==> src/bbvn_ram.sv <==
// Generic single-port RAM with registered read data.
// No dependencies.
`default_nettype none
module bbvn_ram #(
    parameter int WIDTH = 8,
    parameter int DEPTH = 16
) (
    input  wire logic                     aclk,
    input  wire logic                     we,
    input  wire logic [$clog2(DEPTH)-1:0] addr,
    input  wire logic [WIDTH-1:0]         wdata,
    output logic      [WIDTH-1:0]         rdata
);

    logic [WIDTH-1:0] mem [DEPTH];

    always_ff @(posedge aclk) begin
        if (we) begin
            mem[addr] <= wdata;
        end
        rdata <= mem[addr];
    end

endmodule
`default_nettype wire

==> config.mk <==
export PLATFORM = sky130hd
export DESIGN_NAME = bbvn_ram
export DESIGN_NICKNAME = d
export VERILOG_FILES = /design/src/bbvn_ram.sv
export SDC_FILE = /design/constraint.sdc
export NUM_CORES = 1
export LEC_CHECK = 0
export BUFFER_PORTS_ARGS = -buffer_cell sky130_fd_sc_hd__buf_4
export CORE_ASPECT_RATIO = 0.9
export CORE_MARGIN = 2
export CORE_UTILIZATION = 35
export CTS_BUF_LIST = sky130_fd_sc_hd__clkbuf_4 sky130_fd_sc_hd__clkbuf_8
export CTS_CLUSTER_DIAMETER = 50
export DETAILED_ROUTE_END_ITERATION = 10
export SLEW_MARGIN = 20
export SYNTH_ARGS = -nofsm -noshare
export SYNTH_HDL_FRONTEND = slang
export SYNTH_SLANG_ARGS = --single-unit
export TNS_END_PERCENT = 1
==> constraint.sdc <==
create_clock -name aclk -period 1.4 [get_ports aclk]
set_input_delay 0.07 -clock aclk [delete_from_list [all_inputs] [get_ports aclk]]
set_output_delay 0.07 -clock aclk [all_outputs]
set_load 0.01 [all_outputs]
## Yosys cells after proc, flatten, opt, wreduce, memory -nomap -nowiden

Memory sizes are Yosys's and may differ from the RTL's. A register that Yosys moved wholly into a read port is not among the register bits.
Index checks and enable logic that the tools add are counted.

| cells by class | value |
|---|---|
| multiplexer cells | 2 |

Operators by type and width:

| kind | count |
|---|---|
| $mux 1 | 2 |

| storage, ports and cells | value |
|---|---|
| register bits | 0 |
| output and inout port bits | 8 |
| bits of input ports | 14 |
| memory bits (writable) | 128 |
| memories | 1 |

Memory list:

| name | words | width | read ports | clocked after memory_dff | write ports | line | RTL |
|---|---|---|---|---|---|---|---|
| mem | 16 | 8 | 1 | 1 | 1 | 15 | `logic [WIDTH-1:0] mem [DEPTH];` |

## Depth between registers and ports, before layout

| logic depth | value |
|---|---|
| depth after elaboration | 2 |
| gate-level depth with buffers | 5 |
| gate-level depth less buffers | 3 |

## Worst setup path before layout

Ideal clock, no wire load.

| timing path | value |
|---|---|
| kind | input to register |
| start | input port addr[2] |
| end | memory mem[0][0], enable pin |
| stages on the path | 2 |
| path slack | -0.163 ns |
| data arrival time | 1.180 ns |
| data required time | 1.017 ns |
| path through | or3b_2 -> nor3_1 |

RTL lines:

| what | line | RTL |
|---|---|---|
| start: declaration | 10 | `input wire logic [$clog2(DEPTH)-1:0] addr,` |
| end: declaration | 15 |  |

No word-level cell before the write port.

==> report_table.html <==
<table>
<tr><th>Metric</th><th>Value</th></tr>
<tr><th colspan="2">Final layout</th></tr>
<tr><td>Fill count</td><td>approximately 1200</td></tr>
<tr><td>Area used by sequential logic in the layout</td><td>around 4000 sq um</td></tr>
<tr><td>Area growth from synthesis to layout</td><td>23.06%</td></tr>
<tr><td>Number of inserted diodes</td><td>0</td></tr>
<tr><td>Fraction of final layout cells sized beyond drive strength 1</td><td>0.3892</td></tr>
<tr><td>Count of nets after finishing</td><td>317</td></tr>
<tr><td>Multi-input gate area in the final layout</td><td>1008 sq um</td></tr>
<tr><th colspan="2">Placement</th></tr>
<tr><td>Gp weighted congestion</td><td>between 0.7 and 0.8</td></tr>
<tr><td>HPWL after detailed placement</td><td>roughly 6900 microns</td></tr>
<tr><td>Port Buf Inserts</td><td>21</td></tr>
<tr><td>Post-placement worst setup slack</td><td>-0.01472 ns</td></tr>
<tr><th colspan="2">STA</th></tr>
<tr><td>FMAX</td><td>764.7 MHz</td></tr>
<tr><td>Worst slew margin relative to its limit</td><td>0.4689</td></tr>
<tr><td>Post-Route Skew</td><td>~0.011 ns</td></tr>
<tr><td>Min Clock Period, post-route</td><td>~1.3 ns</td></tr>
<tr><td>RSZ-0062 raised after global routing</td><td>no</td></tr>
<tr><td>Final setup vio count</td><td>0</td></tr>
<tr><td>Hold_ws</td><td>0.1857 ns</td></tr>
<tr><td>Share of the clock period used by the worst path</td><td>0.9341</td></tr>
<tr><td>Final count of hold timing violations</td><td>0</td></tr>
<tr><td>Final number of max-transition violations</td><td>0</td></tr>
<tr><td>Worst-Margin Slew</td><td>just under 0.8 ns</td></tr>
<tr><td>Final critical-path setup slack</td><td>~0.092 ns</td></tr>
<tr><th colspan="2">Logic synthesis</th></tr>
<tr><td>Largest area contributor in the synthesized netlist</td><td>edfxtp_1</td></tr>
<tr><td>Post-synthesis net count</td><td>between 200 and 250</td></tr>
<tr><td>Seq/Total Area, Yosys</td><td>0.7901</td></tr>
<tr><td>Leading post-synthesis cells by cell area</td><td>edfxtp_1 76%, mux4_2 14%, dfxtp_1 3.2%</td></tr>
<tr><td>Post-Syn Instances</td><td>230</td></tr>
<tr><td>Area share of the leading cell type in the synthesized netlist</td><td>0.7585</td></tr>
<tr><td>Flip-flop and latch count after synthesis</td><td>136</td></tr>
<tr><td>Avg Inst Size Synth</td><td>about 22 sq um</td></tr>
<tr><td>Cell area after synthesis</td><td>slightly above 5000 sq um</td></tr>
<tr><td>Share of flip-flops with an asynchronous set or reset</td><td>0</td></tr>
<tr><td>Count of different cell masters after synthesis</td><td>18</td></tr>
<tr><td>Count of flip-flops with a built-in enable after synthesis</td><td>roughly 130</td></tr>
<tr><td>Count of synthesis-stage warnings from yosys</td><td>0</td></tr>
<tr><td>Most instantiated flip-flop cell in the synthesis netlist</td><td>edfxtp_1</td></tr>
<tr><td>Cell with the most instances after synthesis</td><td>edfxtp_1</td></tr>
<tr><td>Synth top cells by count</td><td>128 x edfxtp_1, 32 x mux4_2, 16 x a22oi_1, 13 x nor2_1, 9 x nand2_1</td></tr>
<tr><th colspan="2">Power</th></tr>
<tr><td>Peak supply drop</td><td>approximately 0.64 mV</td></tr>
<tr><td>Power per standard cell area</td><td>1371 nW/um^2</td></tr>
<tr><td>P_leak</td><td>roughly 0.0021 uW</td></tr>
<tr><th colspan="2">Worst hold path</th></tr>
<tr><td>Path type of the worst min-delay path</td><td>input port to flop</td></tr>
<tr><th colspan="2">Setup path</th></tr>
<tr><td>Critical path cell sequence</td><td>mux4_2 &gt; a22oi_1 &gt; nand2_1</td></tr>
<tr><td>Category of the worst setup path launch point</td><td>flop</td></tr>
<tr><td>Crit path max-delay family</td><td>multiplexers</td></tr>
<tr><td>Biggest fanout along the worst timing path</td><td>1</td></tr>
<tr><td>Critical path required time</td><td>between 1.5 and 2 ns</td></tr>
<tr><td>Worst path max stage delay</td><td>between 0.4 and 0.5 ns</td></tr>
<tr><td>Type of destination of the critical path</td><td>flop</td></tr>
<tr><td>WS Path Type</td><td>flop to flop</td></tr>
<tr><td>Cell type of the slowest stage on the worst timing path</td><td>mux4_2</td></tr>
<tr><td>Data arrival at the endpoint of the critical path</td><td>approximately 1.6 ns</td></tr>
<tr><td>Buffer and inverter count on the worst path</td><td>0</td></tr>
<tr><th colspan="2">GRT</th></tr>
<tr><td>Global Route Usage Sum</td><td>0.1404</td></tr>
<tr><td>Antenna violations before repair</td><td>0</td></tr>
<tr><td>Maximum number of pins on one net before global-route repair</td><td>18</td></tr>
<tr><td>Congestion Overflow GR</td><td>0</td></tr>
<tr><td>First-pass GRT wire length</td><td>about 15000 microns</td></tr>
<tr><td>Via count of the first global-routing pass</td><td>approximately 2600</td></tr>
<tr><th colspan="2">CTS</th></tr>
<tr><td>CTS max path bufs</td><td>2</td></tr>
<tr><td>Buffer count from post-CTS setup fixing</td><td>0</td></tr>
<tr><td>Clock-pin slew reported for the worst setup and hold paths after clock tree synthesis</td><td>0.08 ns</td></tr>
<tr><td>Sink count of the clock tree</td><td>approximately 140</td></tr>
<tr><td>Source-to-sink clock delay at the later pin of the worst-skew pair</td><td>about 0.44 ns</td></tr>
<tr><td>Post-cts resize count</td><td>0</td></tr>
<tr><td>Number of hold-repair buffers added at the cts stage</td><td>8</td></tr>
<tr><td>Clock tree from TritonCTS</td><td>yes</td></tr>
<tr><td>Root Buffer Master</td><td>clkbuf_8</td></tr>
<tr><td>Number of clock buffers inserted by TritonCTS</td><td>17</td></tr>
<tr><td>Level count of the clock H-tree</td><td>4</td></tr>
<tr><th colspan="2">Die</th></tr>
<tr><td>Total number of placement rows</td><td>41</td></tr>
<tr><td>Core region area</td><td>between 10000 and 15000 sq um</td></tr>
<tr><td>Die Span X</td><td>130.8 microns</td></tr>
<tr><td>Starting Density</td><td>0.3592</td></tr>
<tr><td>Die Span Y</td><td>about 120 microns</td></tr>
<tr><td>Total die area</td><td>about 15000 sq um</td></tr>
<tr><td>Num ports</td><td>22</td></tr>
<tr><th colspan="2">Routing</th></tr>
<tr><td>Routed length per placed instance</td><td>19.64 microns</td></tr>
<tr><td>Initial drt markers</td><td>269</td></tr>
<tr><td>Number of vias per cell after detailed routing</td><td>roughly 4.8</td></tr>
<tr><td>Number of nets with antenna violations after routing</td><td>0</td></tr>
<tr><td>Overall routed net length</td><td>between 9000 and 10000 microns</td></tr>
<tr><td>DR DRC count</td><td>0</td></tr>
<tr><td>Total iterations of the first detailed-routing run</td><td>4</td></tr>
<tr><td>Number of vias in the routed layout</td><td>~2400</td></tr>
<tr><th colspan="2">Status</th></tr>
<tr><td>Outcome</td><td>complete, no violations</td></tr>
<tr><th colspan="2">Flow run</th></tr>
<tr><td>Number of maximum-capacitance constraint violations</td><td>0</td></tr>
</table>
==> registers in the layout (all words and copies together), names as in the netlist <==
register and cells:
mem 128, rdata 8
==> power by group <==
| group | internal, uW | switching [uW] |
|---|---|---|
| clock | 1940 | 1520 |
| sequential | 4550 | 33.1 |
| combinational | 249 | 255 |
==> logic make-up (layout without fill, tap and decap cells) <==
group	count (synthesis)	in the layout	share of synthesized area
and+or+nand+nor	35	35	0.03210
DFF	136	136	0.7901
muxes	32	32	0.1422
buffers and inverters	11	97	0.01185
AOI/OAI and AO/OA	16	16	0.02370
==> routing by layer <==
| metal | vias to the layer above | share of wire | routed length, microns | track usage |
|---|---|---|---|---|
| met1 | 1268 | 0.48 | 4777 | 0.1935 |
| met3 | 8 | 0.046 | 457 | 0.04934 |
| met2 | 60 | 0.47 | 4673 | 0.2080 |
| li1 | 1106 | - | - | - |
| met4 | 0 | 0.0089 | 89 | 0.04787 |
| met5 | - | 0 | 0 | 0 |
==> layout make-up <==
cell class / count / area share
timing repair buffer: 65 / 0.08748
multi-input combinational: 83 / 0.1617
tap: 193 / 0.03872
clock inverter: 15 / 0.03250
sequential: 136 / 0.6421
clock buffer: 17 / 0.03752
==> cell usage in the layout (no fill, tap or decap), drive strengths merged <==
cell / instances
nand3b: 2
nand2b: 2
nor2b: 2
nor2: 13
nand3: 1
nor3: 4
or3b: 1
clkinv: 5
dfxtp: 8
nand2: 9
buf: 57
a22oi: 16
clkinvlp: 5
inv: 1
dlygate4sd3: 8
clkbuf: 17
bufinv: 4
and2: 1
mux4: 32
edfxtp: 128
==> metrics by stage <==
stage	TNS, ns	power [uW]	std cells	area [sq um]	utilization
CTS	0	8634	509	6236	0.4420
global route	0	8838	509	6236	0.4420
floorplan	-9.454	4905	230	5072	-
global placement	-0.002257	5156	469	5719	0.4054
detailed placement	-0.04034	5167	469	5719	0.4054
finish	0	8548	509	6236	0.4420
==> path summary, 6_finish.rpt <==
path | endpoint | slack (ns) | depth (start not counted) | from
worst max-delay path | rdata[4]$_DFF_P_ | 0.09 | 3 | mem[10][4]$_DFFE_PP_
worst min-delay path | mem[4][4]$_DFFE_PP_ | 0.19 | 3 | we
worst max register to register | rdata[4]$_DFF_P_ | 0.09 | 3 | mem[10][4]$_DFFE_PP_
worst min register to register | rdata[7]$_DFF_P_ | 0.67 | 3 | mem[14][7]$_DFFE_PP_
==> worst register-to-register path, cell delays in order, from the launching register on <==
cell	delay (ns)
edfxtp_1	0.37
mux4_2	0.47
a22oi_1	0.28
nand2_1	0.08
Note: power is estimated with default switching activity, not from simulation.
