$ cat src/bbvn_pkg.sv
// Shared types and constants for the bounding box vertex normalizer.
// No dependencies; imported by every module of the block except the RAM.
`default_nettype none
package bbvn_pkg;

    localparam int MAX_VERTICES = 1024;
    localparam int IDX_W        = $clog2(MAX_VERTICES);
    localparam int CNT_W        = IDX_W + 1;
    localparam int COORD_W      = 32;
    localparam int FRAC_BITS    = 16;
    localparam int CLIP_W       = FRAC_BITS + 1;
    localparam int NORM_W       = FRAC_BITS + 2;
    localparam int Q_W          = FRAC_BITS + 2;
    localparam int STEP_W       = 5;
    localparam int VTX_W        = 3 * COORD_W;

    localparam logic [CLIP_W-1:0] ONE_FIX = CLIP_W'(1) << FRAC_BITS;
    localparam logic [CNT_W-1:0]  FULL_COUNT = CNT_W'(MAX_VERTICES);
    localparam logic [STEP_W-1:0] MUL_LAST = STEP_W'(CLIP_W - 1);
    localparam logic [STEP_W-1:0] DIV_LAST = STEP_W'(Q_W - 1);

    typedef enum logic [1:0] {
        CMD_ADD   = 2'd0,
        CMD_READ  = 2'd1,
        CMD_CLEAR = 2'd2,
        CMD_NONE  = 2'd3
    } cmd_t;

    typedef enum logic [1:0] {
        ST_OK        = 2'd0,
        ST_BAD_INDEX = 2'd1,
        ST_ZERO_EXT  = 2'd2
    } status_t;

    typedef enum logic [2:0] {
        S_IDLE,
        S_FETCH,
        S_MUL,
        S_DIV_LOAD,
        S_DIV,
        S_DONE
    } state_t;

    typedef struct packed {
        logic load;
        logic mul_step;
        logic div_load;
        logic div_step;
    } lane_ctl_t;

endpackage
`default_nettype wire

$ cat src/bbvn_lane.sv
// One axis lane: centres a coordinate, then a bit-serial shift-add multiply
// by clip and a restoring divide by the extent with round-to-nearest. Uses bbvn_pkg.
`default_nettype none
module bbvn_lane
    import bbvn_pkg::*;
(
    input  wire logic                      aclk,
    input  wire lane_ctl_t                 ctl,
    input  wire logic signed [COORD_W-1:0] coord,
    input  wire logic signed [COORD_W-1:0] bmin,
    input  wire logic signed [COORD_W-1:0] bmax,
    input  wire logic        [CLIP_W-1:0]  clip,
    input  wire logic        [COORD_W-1:0] ext,
    output logic signed      [NORM_W-1:0]  norm
);

    localparam int PW = COORD_W + 1 + CLIP_W;   // hi accumulator + multiplier bits
    localparam int NW = COORD_W + CLIP_W + 1;   // 2*prod + ext

    logic signed [COORD_W+1:0] d2;
    logic        [COORD_W+1:0] d2_abs;
    logic                      neg_reg;
    logic [COORD_W-1:0]        mag_reg;
    logic [COORD_W-1:0]        ext_reg;
    logic [PW-1:0]             prod_reg;
    logic [COORD_W:0]          rem_reg;
    logic [Q_W-1:0]            low_reg;
    logic [Q_W-1:0]            q_reg;
    logic [COORD_W:0]          sum;
    logic [NW-1:0]             n_val;
    logic [COORD_W+1:0]        trial;
    logic [COORD_W+2:0]        diff;

    // 2v - min - max, always within +-(max - min)
    assign d2 = $signed({coord[COORD_W-1], coord, 1'b0})
              - $signed({{2{bmin[COORD_W-1]}}, bmin})
              - $signed({{2{bmax[COORD_W-1]}}, bmax});
    assign d2_abs = d2[COORD_W+1] ? (~d2 + 1'b1) : d2;

    assign sum = {1'b0, prod_reg[PW-2:CLIP_W]}
               + (prod_reg[0] ? {1'b0, mag_reg} : {(COORD_W+1){1'b0}});

    assign n_val = {prod_reg[PW-2:0], 1'b0} + {{(NW-COORD_W){1'b0}}, ext_reg};

    assign trial = {rem_reg, low_reg[Q_W-1]};
    assign diff  = {1'b0, trial} - {2'b00, ext_reg, 1'b0};

    always_ff @(posedge aclk) begin
        if (ctl.load) begin
            neg_reg  <= d2[COORD_W+1];
            mag_reg  <= d2_abs[COORD_W-1:0];
            ext_reg  <= ext;
            prod_reg <= {{(PW-CLIP_W){1'b0}}, clip};
        end else if (ctl.mul_step) begin
            prod_reg <= {1'b0, sum, prod_reg[CLIP_W-1:1]};
        end
        if (ctl.div_load) begin
            rem_reg <= {1'b0, n_val[NW-1:Q_W]};
            low_reg <= n_val[Q_W-1:0];
            q_reg   <= '0;
        end else if (ctl.div_step) begin
            rem_reg <= diff[COORD_W+2] ? trial[COORD_W:0] : diff[COORD_W:0];
            low_reg <= {low_reg[Q_W-2:0], 1'b0};
            q_reg   <= {q_reg[Q_W-2:0], ~diff[COORD_W+2]};
        end
    end

    assign norm = neg_reg ? $signed(~q_reg + 1'b1) : $signed(q_reg);

endmodule
`default_nettype wire

$ cat config.mk
export PLATFORM = sky130hd
export DESIGN_NAME = bbvn_lane
export DESIGN_NICKNAME = d
export VERILOG_FILES = /design/src/bbvn_pkg.sv /design/src/bbvn_lane.sv
export SDC_FILE = /design/constraint.sdc
export NUM_CORES = 1
export LEC_CHECK = 0
export ABC_AREA = 0
export BUFFER_PORTS_ARGS = -buffer_cell sky130_fd_sc_hd__buf_4
export CORE_MARGIN = 1
export CORE_UTILIZATION = 45
export CTS_CLUSTER_SIZE = 28
export DETAILED_ROUTE_END_ITERATION = 10
export PLACE_DENSITY = 0.67
export SLEW_MARGIN = 20
export SYNTH_ARGS = -nofsm -noshare
export SYNTH_HDL_FRONTEND = slang
export SYNTH_SLANG_ARGS = --single-unit
$ cat constraint.sdc
create_clock -name aclk -period 12.3 [get_ports aclk]
set_clock_uncertainty 0.05 [all_clocks]
set_input_delay 1.23 -clock aclk [delete_from_list [all_inputs] [get_ports aclk]]
set_output_delay 1.23 -clock aclk [all_outputs]
set_load 0.02 [all_outputs]
# After elaboration in Yosys (flattened, before gate mapping)
# Index checks and enable logic that the tools add are counted.
# word_totals
regBits,183
inputBits,150
word_cells,31
# classes
addsub,7
mux,10
bitwise_logic,3
reduce_logical,2
# ops
cell,n
2-to-1 mux 32 bit,4
2-to-1 mux 18 bit,3
adder 50 x 32 -> 50 bit,1
subtractor 34 x 33 -> 35 bit,1
2-to-1 mux 17 bit,2
subtractor 33 x 32 -> 34 bit,1
subtractor 34 x 32 -> 34 bit,1
adder 32 x 32 -> 33 bit,1
2-to-1 mux 33 bit,1
"adder 32 x 1 -> 32 bit, second input constant",1
NOT 32 bit,1
"adder 18 x 1 -> 18 bit, second input constant",1
NOT 18 bit,1
nonzero test 2 bit,2
NOT 1 bit,1

# Longest topological paths before layout
# logic_depth
ltp_word,5
mapped_depth,16
depth_no_buf,16

# Worst setup path after synthesis
# Ideal clock, no wire load.
# synth_timing
kind,input -> register
startpoint,input bmin[0]
endpoint,"register mag_reg[29], data pin"
setup_time_ps,262
arrival_time_ps,4478
t_required_ps,11988
path_slack_ps,7510
path_stages,16
n_path_buf,0
path_cell_list,inv_1 ha_1 inv_1 ha_1 nor2_1 fa_1 nand2b_1 a211oi_2 o21a_2 or3_1 o311a_4 o2111ai_2 or3_4 nor4b_4 a41oi_1 xnor2_1
# synth_via
elab_chain_len,5
# synth_lines
item,line_no,rtl
from (decl),bbvn_lane.sv:10,"input wire logic signed [COORD_W-1:0] bmin,"
subtractor 33 x 32 -> 34 bit (*),bbvn_lane.sv:36,"- $signed({{2{bmin[COORD_W-1]}}, bmin})"
subtractor 34 x 32 -> 34 bit (*),bbvn_lane.sv:37,"- $signed({{2{bmax[COORD_W-1]}}, bmax});"
NOT 32 bit,bbvn_lane.sv:38,assign d2_abs = d2[COORD_W+1] ? (~d2 + 1'b1) : d2;
adder 32 x 1 -> 32 bit,bbvn_lane.sv:38,
2-to-1 mux 32 bit (*),bbvn_lane.sv:38,
named net d2_abs[29],bbvn_lane.sv:21,logic [COORD_W+1:0] d2_abs;
to (signal assigned),bbvn_lane.sv:51,mag_reg <= d2_abs[COORD_W-1:0];
to (decl),bbvn_lane.sv:23,logic [COORD_W-1:0] mag_reg;
# The timed path passes the listed nets; every way through them passes the cells marked *.
# A chain may end at the register's enable or synchronous reset.

# Worst setup path in the final report
# Ends and elaborated chain as after synthesis.

==> flow_summary.toml <==
[sta]
timing.setup.tns_ns = 0
post-route-min-period_ns = 4.953
relSlewSlack_pct = 40.83
setup_ws_ns = 7.347
grt_setup_unrepaired = "false"
slew_viol_final = 0
setup_viol = 0
fmax_mhz = 201.9
tightest_slew_ns = 0.8876
post-route-period-util_pct = 40.27
hold_viol = 0

[setup_path]
worstSetupPathType = "input port to flip-flop"
path_max_fanout = 7
cp.required_ns = 12.44
cpMaxStageDelayCell = "nor4_2"
critical_path.top_delay_family = "simple AND/OR/NAND/NOR gates"
cp_data_arrival_time_ns = 5.09
crit_buf_inv = 3
crit_chain = "buf_4 -> inv_1 -> ha_1 -> inv_1 -> ha_1 -> nor2_1 -> fa_1 -> nand2b_1 -> a211oi_2 -> o21a_2 -> nor2_1 -> xnor2_1 -> nor4_2 -> nand3_1 -> nor4b_4 -> a41oi_1 -> xnor2_1"
cp-end-kind = "flip-flop"
max_stage_delay_ns = 0.59
worstSetupStartpointType = "input port"

[yosys]
synth_top_family_by_area = "compound AO/OA/AOI/OAI gates"
synth_flop_cell = "edfxtp_1"
async_flop_share_pct = 0
yosys.area_share.simple_pct = 14.46
synth_compound_area_share_pct = 20.68
synthesis.area_um2 = 16190
synth_cell_types = 91
avgSynthCellArea_um2 = 9.121
syn_nets = 2093
synthAdderAreaFrac_pct = 14.61
yosys_register_bits = 183
synth_xor_area_share_pct = 8.818
synthCells = 1775
synth.area.mux_share_pct = 5.124
synth_edf_count = 132
seq_area_frac_synth_pct = 30.79
ys_warn_count = 0

[pwr]
irDropWorstVdd_v = 0.0001105
power.density_nw_per_um2 = 182.7
power_leakage_nw = 8.139

[finish]
antenna_cells = 0
final_layout_size_suffix_gt1_share_pct = 14.08
nFillCells = 3325
layout_commonest_cell = "buf_4"
most-common-layout-cells = "buf_4 (174), inv_1 (144), nor2_1 (142), a21oi_1 (140), ha_1 (133)"
largest_register_ffs = 49
num-nets-final = 2222
seqCellArea_um2 = 4985
multi_input_area_um2 = 10310
areaGrowthSynthToFinish_pct = 13.31

[drt]
drc = 0
wl_per_cell_um = 16.22
drtIter0Drc = 699
avgViaCountPerCell = 5.497
dr_total_vias = 13070
drt_wl_total_mm = 38.58
dr.pass1.iters = 5
ant_nets = 0

[global_route]
grt_first_pass_wirelength_mm = 63.10
antenna_found_initial = 0
track_usage_pct = 21.35
grt.overflow.total = 0
grt_pass1_vias = 12930
grt_start_max_net_pins = 70

[floorplan]
initial_core_util_pct = 45.63
dieArea_um2 = 36740
core_um2 = 35480
io_pins = 168
row_count = 69
die_y_um = 191.7
die_x_um = 191.7

[placed_design]
place_congestion = 0.9176
dp_slack_ns = 6.881
hpwl_mm = 30.70
port_buffers = 167

[clocking]
cts_root_buf = "clkbuf_16"
insertion_delay_ns = 0.44
hold_buffers = 0
clk_pin_slew_ns = 0.07
clock-sinks = 183
cts_resized = 0
cts_tree = "built"
cts_max_level = 4
cts_buffer_depth = 2
postCtsSetupRepairBufs = 0
cts_buffers = 17

[job]
drv_cap = 0

[outcome]
status = "finished clean"

[hold_path]
min_path_type = "flip-flop to flip-flop"
[report_power, final]
part | switching [mW] | internal (mW)
Clock | 0.243 | 0.335
Sequential | 0.109 | 0.886
Combinational | 1.00 | 0.774
Total | 1.36 | 2.00
[worst register-to-register path: cells and delay by family (launching register included)]
kind	cells	cell delay [ns]
AND/OR/NAND/NOR	3	1.01
AO/OA/AOI/OAI	5	0.95
flip-flops	1	0.92
adder cells (fa/ha/maj)	2	0.74
XOR/XNOR	1	0.25
multiplexers	1	0.10
buffers and inverters	1	0.07
[worst paths after layout]
check / from / endpoint / slack (ns) / cells after the start
max: bmin[0] / mag_reg[29]$_DFFE_PP_ / 7.35 / 17
min: low_reg[4]$_DFFE_PP_ / low_reg[5]$_DFFE_PP_ / 0.48 / 1
max reg2reg: prod_reg[0]$_DFFE_PP_ / rem_reg[31]$_DFFE_PP_ / 7.93 / 13
min reg2reg: low_reg[4]$_DFFE_PP_ / low_reg[5]$_DFFE_PP_ / 0.48 / 1
[cell usage after synthesis, types with 44 or more instances]
library cell,number,area (µm²)
a21o_1,62,465.5
xor2_1,63,551.8
mux2i_1,48,480.5
o21ai_0,85,425.4
a21oi_1,140,700.7
and2_1,44,275.3
nand2_1,106,397.9
xnor2_1,100,875.8
nor2_1,142,533.0
dfxtp_1,51,1021
edfxtp_1,132,3964
inv_1,144,540.5
ha_1,133,1664
[routing by layer]
metal | wire, µm | global-route usage, % | up-vias
met4 | 915 | 7.173 | 0
met1 | 17340 | 26.19 | 6063
met2 | 19210 | 38.73 | 272
met3 | 1114 | 2.138 | 55
met5 | 0 | 0 | -
li1 | - | - | 6682
[cells by family after synthesis]
logic type	Yosys count
adder cells (fa/ha/maj)	168
AND/OR/NAND/NOR	469
XOR/XNOR	163
multiplexers	79
buffers and inverters	209
flip-flops	183
AO/OA/AOI/OAI	504
[stage by stage]
step                      cells  hold WS, ns  utilization, %  power [mW]  area (µm²)
after floorplan            1775       0.4072               -       2.374       16190
after global placement     2346       0.4522           49.95       2.740       17720
after detailed placement   2346       0.4688           49.95       2.769       17720
after CTS                  2378       0.4854           51.70       3.364       18340
after global routing       2378       0.5080           51.70       3.620       18340
final                      2378       0.4801           51.70       3.352       18340
[final cells by class]
class                   instances  share of cell area [%]
inverters                     145                   2.967
well taps                     461                   3.144
clock buffers                  20                   2.496
clock inverters                12                  0.8867
multi-input cells            1383                   56.21
repair buffers                174                   7.121
flip-flops and latches        183                   27.17
No activity file was read; power rests on OpenSTA's default activity.
